## src/sv/ovle_pkg.sv

```systemverilog
// ----------------------------------------------------------------------------
// Ordered value list engine package
// Sizes, request codes and the structs shared by the list engine modules.
// ----------------------------------------------------------------------------
package ovle_pkg;

  // Number of entries in the list store.
  localparam int unsigned CAPACITY = 64;
  // Entry index width and list count width (the count can hold CAPACITY).
  localparam int unsigned AW = (CAPACITY > 1) ? $clog2(CAPACITY) : 1;
  localparam int unsigned CW = $clog2(CAPACITY + 1);

  // Fixed field widths of the stream payload.
  localparam int unsigned OPW  = 3;
  localparam int unsigned VW   = 32;
  localparam int unsigned POSW = 6;
  localparam int unsigned CNTW = 7;

  typedef logic [AW-1:0]   idx_t;
  typedef logic [CW-1:0]   cnt_t;
  typedef logic [VW-1:0]   val_t;
  typedef logic [OPW-1:0]  op_t;
  typedef logic [POSW-1:0] pos_out_t;
  typedef logic [CNTW-1:0] cnt_out_t;

  localparam cnt_t CAP_CNT = cnt_t'(CAPACITY);

  // Request codes.
  localparam op_t OP_INS_TAIL = 3'd0;
  localparam op_t OP_INS_HEAD = 3'd1;
  localparam op_t OP_DELETE   = 3'd2;
  localparam op_t OP_SEARCH   = 3'd3;
  localparam op_t OP_MODIFY   = 3'd4;

  // Access to the entry store: one read address, one write address with
  // separate enables for the value and for each link field.
  typedef struct packed {
    logic rd_en;
    idx_t rd_addr;
    idx_t wr_addr;
    logic we_val;
    val_t wr_val;
    logic we_next;
    idx_t wr_next;
    logic we_prev;
    idx_t wr_prev;
  } mem_req_t;

  typedef struct packed {
    val_t val;
    idx_t next;
    idx_t prev;
  } mem_rsp_t;

  // Result item, last field in the lowest bits.
  typedef struct packed {
    cnt_out_t count;
    logic     rejected;
    pos_out_t pos;
    logic     found;
  } result_t;

endpackage

```

## src/sv/ovle_store.sv

```systemverilog
// ----------------------------------------------------------------------------
// Ordered value list entry store
// Value memory and link memory, synchronous read.
// ----------------------------------------------------------------------------
module ovle_store (
  input  logic              clk_i,
  input  ovle_pkg::mem_req_t req_i,
  output ovle_pkg::mem_rsp_t rsp_o
);

  localparam int unsigned AW = ovle_pkg::AW;

  // Link word: next in the low half, prev in the high half.
  ovle_pkg::val_t      val_mem  [ovle_pkg::CAPACITY];
  logic [2*AW-1:0]     link_mem [ovle_pkg::CAPACITY];

  ovle_pkg::val_t      rd_val_q;
  logic [2*AW-1:0]     rd_link_q;

  always_ff @(posedge clk_i) begin
    if (req_i.we_val) begin
      val_mem[req_i.wr_addr] <= req_i.wr_val;
    end
    if (req_i.we_next) begin
      link_mem[req_i.wr_addr][AW-1:0] <= req_i.wr_next;
    end
    if (req_i.we_prev) begin
      link_mem[req_i.wr_addr][2*AW-1:AW] <= req_i.wr_prev;
    end
    if (req_i.rd_en) begin
      rd_val_q  <= val_mem[req_i.rd_addr];
      rd_link_q <= link_mem[req_i.rd_addr];
    end
  end

  assign rsp_o.val  = rd_val_q;
  assign rsp_o.next = rd_link_q[AW-1:0];
  assign rsp_o.prev = rd_link_q[2*AW-1:AW];

endmodule

```

## src/sv/ovle_ctrl.sv

```systemverilog
// ----------------------------------------------------------------------------
// Ordered value list controller
// Request sequencer: list walk, insert and unlink steps on the entry store.
// ----------------------------------------------------------------------------
module ovle_ctrl (
  input  logic                clk_i,
  input  logic                rst_ni,
  input  logic                in_valid_i,
  output logic                in_ready_o,
  input  ovle_pkg::op_t       in_op_i,
  input  ovle_pkg::val_t      in_key_i,
  input  ovle_pkg::val_t      in_new_i,
  input  logic                out_free_i,
  output logic                res_valid_o,
  output ovle_pkg::result_t   res_o,
  output ovle_pkg::mem_req_t  mem_req_o,
  input  ovle_pkg::mem_rsp_t  mem_rsp_i
);

  typedef enum logic [3:0] {
    ST_IDLE,
    ST_INS_FREE,
    ST_INS_LINK,
    ST_INS_NBR,
    ST_WALK,
    ST_DEL_A,
    ST_DEL_B,
    ST_DEL_FREE,
    ST_RESP
  } state_e;

  state_e              state_q;
  ovle_pkg::op_t       op_q;
  ovle_pkg::val_t      key_q;
  ovle_pkg::val_t      nv_q;
  ovle_pkg::idx_t      head_q;
  ovle_pkg::idx_t      tail_q;
  ovle_pkg::idx_t      free_q;
  ovle_pkg::cnt_t      count_q;
  ovle_pkg::cnt_t      fill_q;
  ovle_pkg::idx_t      cur_q;
  ovle_pkg::idx_t      pos_q;
  ovle_pkg::idx_t      nx_q;
  ovle_pkg::idx_t      pv_q;
  logic                found_q;
  logic                rej_q;

  logic                accept;
  logic                in_is_ins;
  logic                op_is_ins;
  logic                hit;
  logic                last_entry;

  // Free chain successor of an entry that was never allocated.
  function automatic ovle_pkg::idx_t wrap_inc(input ovle_pkg::idx_t x);
    logic [ovle_pkg::AW:0] s;
    s = {1'b0, x} + 1'b1;
    return (s >= (ovle_pkg::AW + 1)'(ovle_pkg::CAPACITY)) ? '0 : s[ovle_pkg::AW-1:0];
  endfunction

  assign in_ready_o = (state_q == ST_IDLE);
  assign accept     = in_valid_i && in_ready_o;
  assign in_is_ins  = (in_op_i == ovle_pkg::OP_INS_TAIL) || (in_op_i == ovle_pkg::OP_INS_HEAD);
  assign op_is_ins  = (op_q == ovle_pkg::OP_INS_TAIL) || (op_q == ovle_pkg::OP_INS_HEAD);
  assign hit        = (mem_rsp_i.val == key_q);
  assign last_entry = ((ovle_pkg::cnt_t'(pos_q) + 1'b1) == count_q);

  assign res_valid_o = (state_q == ST_RESP) && out_free_i;
  assign res_o.found    = found_q;
  assign res_o.pos      = ovle_pkg::pos_out_t'(pos_q);
  assign res_o.rejected = rej_q;
  assign res_o.count    = ovle_pkg::cnt_out_t'(count_q);

  // Store accesses per step.
  always_comb begin
    mem_req_o = '0;
    case (state_q)
      ST_IDLE: begin
        mem_req_o.rd_en   = accept;
        mem_req_o.rd_addr = in_is_ins ? free_q : head_q;
      end
      ST_INS_LINK: begin
        mem_req_o.wr_addr = cur_q;
        mem_req_o.we_val  = 1'b1;
        mem_req_o.wr_val  = key_q;
        mem_req_o.we_next = 1'b1;
        mem_req_o.we_prev = 1'b1;
        if ((count_q != '0) && (op_q == ovle_pkg::OP_INS_TAIL)) begin
          mem_req_o.wr_prev = tail_q;
        end
        if ((count_q != '0) && (op_q == ovle_pkg::OP_INS_HEAD)) begin
          mem_req_o.wr_next = head_q;
        end
      end
      ST_INS_NBR: begin
        if (op_q == ovle_pkg::OP_INS_TAIL) begin
          mem_req_o.wr_addr = tail_q;
          mem_req_o.we_next = 1'b1;
          mem_req_o.wr_next = cur_q;
        end else begin
          mem_req_o.wr_addr = head_q;
          mem_req_o.we_prev = 1'b1;
          mem_req_o.wr_prev = cur_q;
        end
      end
      ST_WALK: begin
        // The next link feeds the read address directly: one entry a cycle.
        mem_req_o.rd_en   = !hit && !last_entry;
        mem_req_o.rd_addr = mem_rsp_i.next;
        mem_req_o.wr_addr = cur_q;
        mem_req_o.we_val  = hit && (op_q == ovle_pkg::OP_MODIFY);
        mem_req_o.wr_val  = nv_q;
      end
      ST_DEL_A: begin
        if (count_q == ovle_pkg::cnt_t'(1)) begin
          mem_req_o.we_next = 1'b0;
        end else if (cur_q == head_q) begin
          mem_req_o.wr_addr = nx_q;
          mem_req_o.we_prev = 1'b1;
        end else if (cur_q == tail_q) begin
          mem_req_o.wr_addr = pv_q;
          mem_req_o.we_next = 1'b1;
        end else begin
          mem_req_o.wr_addr = pv_q;
          mem_req_o.we_next = 1'b1;
          mem_req_o.wr_next = nx_q;
        end
      end
      ST_DEL_B: begin
        mem_req_o.wr_addr = nx_q;
        mem_req_o.we_prev = 1'b1;
        mem_req_o.wr_prev = pv_q;
      end
      ST_DEL_FREE: begin
        mem_req_o.wr_addr = cur_q;
        mem_req_o.we_next = 1'b1;
        mem_req_o.wr_next = free_q;
      end
      default: begin
        mem_req_o = '0;
      end
    endcase
  end

  always_ff @(posedge clk_i or negedge rst_ni) begin
    if (!rst_ni) begin
      state_q <= ST_IDLE;
      op_q    <= '0;
      key_q   <= '0;
      nv_q    <= '0;
      head_q  <= '0;
      tail_q  <= '0;
      free_q  <= '0;
      count_q <= '0;
      fill_q  <= '0;
      cur_q   <= '0;
      nx_q    <= '0;
      pv_q    <= '0;
      found_q <= 1'b0;
      rej_q   <= 1'b0;
      pos_q   <= '0;
    end else begin
      case (state_q)
        ST_IDLE: begin
          if (accept) begin
            op_q    <= in_op_i;
            key_q   <= in_key_i;
            nv_q    <= in_new_i;
            cur_q   <= head_q;
            found_q <= 1'b0;
            rej_q   <= 1'b0;
            pos_q   <= '0;
            if (in_is_ins) begin
              if (count_q >= ovle_pkg::CAP_CNT) begin
                rej_q   <= 1'b1;
                state_q <= ST_RESP;
              end else begin
                state_q <= ST_INS_FREE;
              end
            end else if ((in_op_i == ovle_pkg::OP_DELETE) ||
                         (in_op_i == ovle_pkg::OP_SEARCH) ||
                         (in_op_i == ovle_pkg::OP_MODIFY)) begin
              state_q <= (count_q == '0) ? ST_RESP : ST_WALK;
            end else begin
              state_q <= ST_RESP;
            end
          end
        end
        ST_INS_FREE: begin
          // Entries at or above the fill mark were never written; their link is implied.
          cur_q <= free_q;
          if (ovle_pkg::cnt_t'(free_q) < fill_q) begin
            free_q <= mem_rsp_i.next;
          end else begin
            free_q <= wrap_inc(free_q);
            fill_q <= fill_q + 1'b1;
          end
          state_q <= ST_INS_LINK;
        end
        ST_INS_LINK: begin
          if (count_q == '0) begin
            head_q  <= cur_q;
            tail_q  <= cur_q;
            count_q <= count_q + 1'b1;
            state_q <= ST_RESP;
          end else begin
            state_q <= ST_INS_NBR;
          end
        end
        ST_INS_NBR: begin
          if (op_q == ovle_pkg::OP_INS_TAIL) begin
            tail_q <= cur_q;
          end else begin
            head_q <= cur_q;
          end
          count_q <= count_q + 1'b1;
          state_q <= ST_RESP;
        end
        ST_WALK: begin
          if (hit) begin
            found_q <= 1'b1;
            nx_q    <= mem_rsp_i.next;
            pv_q    <= mem_rsp_i.prev;
            state_q <= (op_q == ovle_pkg::OP_DELETE) ? ST_DEL_A : ST_RESP;
          end else if (last_entry) begin
            pos_q   <= '0;
            state_q <= ST_RESP;
          end else begin
            cur_q <= mem_rsp_i.next;
            pos_q <= pos_q + 1'b1;
          end
        end
        ST_DEL_A: begin
          if (count_q == ovle_pkg::cnt_t'(1)) begin
            head_q  <= '0;
            tail_q  <= '0;
            state_q <= ST_DEL_FREE;
          end else if (cur_q == head_q) begin
            head_q  <= nx_q;
            state_q <= ST_DEL_FREE;
          end else if (cur_q == tail_q) begin
            tail_q  <= pv_q;
            state_q <= ST_DEL_FREE;
          end else begin
            state_q <= ST_DEL_B;
          end
        end
        ST_DEL_B: begin
          state_q <= ST_DEL_FREE;
        end
        ST_DEL_FREE: begin
          free_q  <= cur_q;
          count_q <= count_q - 1'b1;
          state_q <= ST_RESP;
        end
        ST_RESP: begin
          if (out_free_i) begin
            state_q <= ST_IDLE;
          end
        end
        default: begin
          state_q <= ST_IDLE;
        end
      endcase
      if (op_is_ins && (state_q == ST_RESP)) begin
        rej_q <= rej_q;
      end
    end
  end

endmodule

```

## src/sv/ordered_value_list_engine_core.sv

```systemverilog
// Throughput: one request at a time; the list walk visits one entry per cycle on the
//   store's read port.
// Reset: asynchronous, active low; the list is empty at once, no clearing pass is needed.
// ----------------------------------------------------------------------------
// Ordered value list engine
// Doubly linked list of signed 32-bit values held in a fixed entry store.
// ----------------------------------------------------------------------------
module ordered_value_list_engine_core (
  input  logic        clk_i,
  input  logic        rst_ni,
  // Request stream.
  input  logic        s_axis_tvalid_i,
  output logic        s_axis_tready_o,
  input  logic [63:0] s_axis_tdata_i,   // [31:0] key_value, [63:32] new_value
  input  logic [2:0]  s_axis_tuser_i,   // [2:0] operation
  // Result stream.
  output logic        m_axis_tvalid_o,
  input  logic        m_axis_tready_i,
  output logic [15:0] m_axis_tdata_o    // [0] found, [6:1] match_position,
                                        // [7] insert_rejected, [14:8] entry_count,
                                        // [15] zero
);

  // The controller owns the list pointers, the count and the fill mark of
  // the store. Entries at or above the fill mark were never allocated, so their
  // free chain link is implied and the store itself needs no reset.
  ovle_pkg::mem_req_t mem_req;
  ovle_pkg::mem_rsp_t mem_rsp;
  ovle_pkg::result_t  res;
  logic               res_valid;
  logic               out_free;

  // Result register: a finished result waits here while the controller
  // goes back to idle and takes the next request transfer.
  logic               out_valid_q;
  ovle_pkg::result_t  out_data_q;

  assign out_free = !out_valid_q || m_axis_tready_i;

  ovle_ctrl u_ctrl (
    .clk_i       (clk_i),
    .rst_ni      (rst_ni),
    .in_valid_i  (s_axis_tvalid_i),
    .in_ready_o  (s_axis_tready_o),
    .in_op_i     (s_axis_tuser_i),
    .in_key_i    (s_axis_tdata_i[31:0]),
    .in_new_i    (s_axis_tdata_i[63:32]),
    .out_free_i  (out_free),
    .res_valid_o (res_valid),
    .res_o       (res),
    .mem_req_o   (mem_req),
    .mem_rsp_i   (mem_rsp)
  );

  ovle_store u_store (
    .clk_i (clk_i),
    .req_i (mem_req),
    .rsp_o (mem_rsp)
  );

  always_ff @(posedge clk_i or negedge rst_ni) begin
    if (!rst_ni) begin
      out_valid_q <= 1'b0;
    end else if (res_valid) begin
      out_valid_q <= 1'b1;
    end else if (m_axis_tready_i) begin
      out_valid_q <= 1'b0;
    end
  end

  always_ff @(posedge clk_i) begin
    if (res_valid) begin
      out_data_q <= res;
    end
  end

  assign m_axis_tvalid_o = out_valid_q;
  assign m_axis_tdata_o  = {1'b0, out_data_q};

endmodule

```

## config.mk

```make
export PLATFORM = sky130hd
export DESIGN_NAME = ordered_value_list_engine_core
export DESIGN_NICKNAME = d
export VERILOG_FILES = /design/src/sv/ovle_pkg.sv /design/src/sv/ovle_store.sv /design/src/sv/ovle_ctrl.sv /design/src/sv/ordered_value_list_engine_core.sv
export SDC_FILE = /design/constraint.sdc
export NUM_CORES = 2
export LEC_CHECK = 0
export ABC_CLOCK_PERIOD_IN_PS = 6300
export BUFFER_PORTS_ARGS = -buffer_cell sky130_fd_sc_hd__buf_4
export CORE_ASPECT_RATIO = 0.7
export CORE_MARGIN = 2
export CORE_UTILIZATION = 55
export CTS_BUF_LIST = sky130_fd_sc_hd__clkbuf_4
export DETAILED_ROUTE_END_ITERATION = 10
export PLACE_DENSITY_LB_ADDON = 0.12
export SYNTH_ARGS = -nofsm -noshare
export SYNTH_HDL_FRONTEND = slang
export SYNTH_SLANG_ARGS = --single-unit
```

## constraint.sdc

```tcl
create_clock -name clk_i -period 6.3 [get_ports clk_i]
set_input_delay 0.63 -clock clk_i [delete_from_list [all_inputs] [get_ports clk_i]]
set_output_delay 0.63 -clock clk_i [all_outputs]
set_load 0.005 [all_outputs]
```

==> metrics.md <==
| Metric | Value |
|---|---|
| Clock power share | `0.304` |
| Total gr overflow | `0` |
| Clk_skew | `0.153 ns` |
| Worst R2R End | `u_store.rd_val_q[12]` |
| Final ANT Viol Nets | `0` |
| Layout cells sized above 1 | `0.212` |
| Combinational Power Share | `0.231` |
| Core area | `220000 um2` |
| DRC | `0` |
| Critical R2R Launch | `u_ctrl.state_q[2]` |
| Critical Path RT | `approximately 7.4 ns` |
| PD cells | `around 370 nW/um2` |
| Leak | `between 50 and 60 nW` |
| Die Y-Extent | `slightly below 400 um` |
| RSZ-0062 raised after global routing | `no` |
| Synthesis-to-layout area growth | `13.3%` |
| Die area | `~220000 um2` |
| Gp weighted congestion | `about 0.97` |
| Clock latency on the worst-skew pair | `roughly 1.5 ns` |
| Critical path endpoint category | `flop` |
| Wire per inst | `between 30 and 40 um` |
| CTS tree | `yes` |
| Sequential area share after synthesis | `0.739` |
| Via density | `approximately 6.6` |
| Ranking of synthesized cells by area | `edfxtp_1, nand2_1, mux2i_1` |
| Sw frac | `0.326` |
| GRT Total Usage | `0.358` |
| FMAX | `183 MHz` |
| Crit path kind | `reg -> reg` |
| CP Launch Type | `flop` |
| Critical path peak fanout | `46` |
| Chip width | `~570 um` |
| H-Tree Depth | `6` |
| Post-synth top area share | `0.712` |
| Hold path depth | `5` |
| Count leader, synth | `edfxtp_1` |
| Final Hold Fails | `0` |
| Maximum vdd drop | `0.000226 V` |
| Hold Crit Start | `s_axis_tvalid_i` |
| Number of synthesized flops with an enable pin | `2875` |
| Via count | `80400` |
| #FFs+latches synth | `approximately 3000` |
| Final wirelength | `slightly above 400000 um` |
| Top Ports | `89` |
| Total CTS buffers | `around 710` |
| Unique masters post-synth | `a little over 90` |
| Measured slew at the worst slew-check pin | `1.57 ns` |
| Vias in the first global route | `76200` |
| Initial DRC count | `approximately 14000` |
| Minimum clock period | `about 5.4 ns` |
| Sum Neg Setup Slack | `0 ns` |
| Reg2Reg Depth | `9` |
| Non-Filler Instances | `between 10000 and 15000` |
| Synth async-reset ratio | `0.0433` |
| Outcome | `finished, violations left` |
| R2R setup slack | `~0.85 ns` |
| Synth Flop Type | `edfxtp_1` |
| Placed Instances | `approximately 11000` |
| FILL cells | `around 16000` |
| Post-synth net total | `between 8000 and 9000` |
| MaxCap Viol Count | `1` |
| Final net count | `around 9000` |
| Relative slew slack | `-0.0441` |
| Sink Count | `roughly 3000` |
| Failing checks | `max-capacitance violations, max-slew violations` |
| Clk buf depth | `4` |
| Final setup vio count | `0` |
| First-pass GRT wire length | `between 500000 and 600000 um` |
| CTS clk-pin slew, worst paths | `about 0.060 ns` |
| Flop pwr share | `0.465` |
| Buffers on Ports | `87` |
| Drt first pass iters | `9` |
| Yosys warning count | `0` |
| HP Class | `in -> reg` |
| Worst Path Arrival | `6.54 ns` |
| Syn_area_per_cell | `between 15 and 20 um2` |
| Root buf cell | `clkbuf_4` |
| Rows | `144` |
| Most frequent cells after synthesis | `edfxtp_1, nand2_1, mux2i_1` |
| Largest net degree at the start of global routing | `around 140` |
| Cell-internal power | `approximately 0.034 W` |
| Post-synthesis cell area | `about 120000 um2` |
| Hold path endpoint | `u_ctrl.found_q` |
| Post-CTS Setup Inserts | `0` |
| HPWL Detailed | `~240000 um` |
| Yosys top cell by area | `edfxtp_1` |
| Initial antenna violation count | `40` |
| Final period util | `0.865` |
| Max Slew Vio Count | `2` |
| Syn Inst Count | `roughly 8000` |
| P_sw | `approximately 0.017 W` |
| Initial Utilization | `0.552` |
==> state kept, by name (all words and copies together), names as in the netlist, 7 cells and up <==
register           flops
m_axis_tdata_o        15
u_ctrl.count_q         7
u_ctrl.fill_q          7
u_ctrl.key_q          32
u_ctrl.nv_q           32
u_store.link_mem     768
u_store.rd_link_q     12
u_store.rd_val_q      32
u_store.val_mem     2048
==> power by group through the flow <==
stage	Clock [W]	Combinational, W	Sequential [W]
4_1_cts	0.0157	0.0114	0.0237
3_5_place_dp	0	0.0112	0.0242
5_1_grt	0.0166	0.0122	0.0238
2_1_floorplan	0	0.00648	0.0238
6_report	0.0156	0.0118	0.0238
3_3_place_gp	0	0.0111	0.0241
==> logic make-up after synthesis <==
kind of cell               after synthesis  synth area share
and+or+nand+nor                       2530            0.0908
AOI/OAI and AO/OA                     1136            0.0701
buffers and inverters                  556            0.0215
muxes                                  739            0.0722
adders and majority gates               12           0.00124
other                                    1         0.0000309
DFF                                   3005             0.739
xor gates and xnor gates                69           0.00499
==> timing repair <==
item	4_1_cts	5_1_grt
hold buffers	139	0
resized for setup	0	0
endpoints found under the hold margin	152	0
endpoints found under the setup margin	0	0
==> metal layers <==
metal | global-route usage | wire length, um
met1 | 0.523 | 156000
met2 | 0.480 | 166000
met3 | 0.145 | 67900
met4 | 0.135 | 15000
met5 | 0 | 186
==> per-stage QoR <==
step                      cell area [um2]  hold WS, ns  setup WS (ns)  power [W]   util
final                              137000        0.270          0.850     0.0512  0.625
after global routing               137000        0.258          0.880     0.0526  0.625
after CTS                          137000        0.165           1.14     0.0507  0.625
after detailed placement           127000        0.448           1.14     0.0354  0.579
after global placement             127000        0.431          0.826     0.0353  0.579
after floorplan                    121000        0.334           1.41     0.0303      -
==> worst max-delay path, stage by stage (launching register included) <==
cell and delay [ns]:
dfrtp_1 0.61, nor4b_4 0.61, buf_4 0.27, a32o_4 0.85, mux2i_1 0.29, mux2i_1 0.11
a2111oi_0 1.15, o32ai_1 0.53, o221ai_1 0.55, o211ai_1 0.18
==> layout make-up <==
cell class	instances	area, um2	share of cell area
well taps	2920	3650	0.0266
clock buffers	1035	7770	0.0566
repair buffers	586	5340	0.0389
inverters	25	96.3	0.000701
multi-input cells	4487	30000	0.218
diodes	18	45.0	0.000328
flip-flops and latches	3005	89600	0.652
clock inverters	164	872	0.00635
==> how the worst max path moves through the flow <==
stage | startpoint | to | slack (ns) | cells past startpoint
3_3_place_gp | u_ctrl.state_q[3] | u_store.rd_val_q[5] | 0.83 | 12
3_5_place_dp | u_ctrl.state_q[2] | u_store.rd_val_q[12] | 1.14 | 9
4_1_cts | u_ctrl.state_q[1] | u_store.rd_val_q[12] | 1.14 | 9
2_1_floorplan | u_ctrl.state_q[0] | u_store.link_mem[0][0] | 1.41 | 6
5_1_grt | u_ctrl.state_q[3] | u_store.rd_val_q[31] | 0.88 | 13
6_report | u_ctrl.state_q[2] | u_store.rd_val_q[12] | 0.85 | 9
==> layout by cell type (no fill, tap or decap), types with 58 or more instances in the layout <==
cell type and count:
clkinv_1 127, nand2_1 1465, a31oi_1 83, edfxtp_1 2875
buf_4 398, mux2i_1 536, o21ai_0 212, mux4_2 98
a21oi_1 137, mux2_2 105, nor2_1 180, o221a_2 58
and3_1 180, nor3_1 72, dfrtp_1 130, nand3_1 429
a221o_1 78, dlygate4sd3_1 138, clkbuf_4 1035, nor2_4 66
Note: power is estimated with default switching activity, not from simulation.
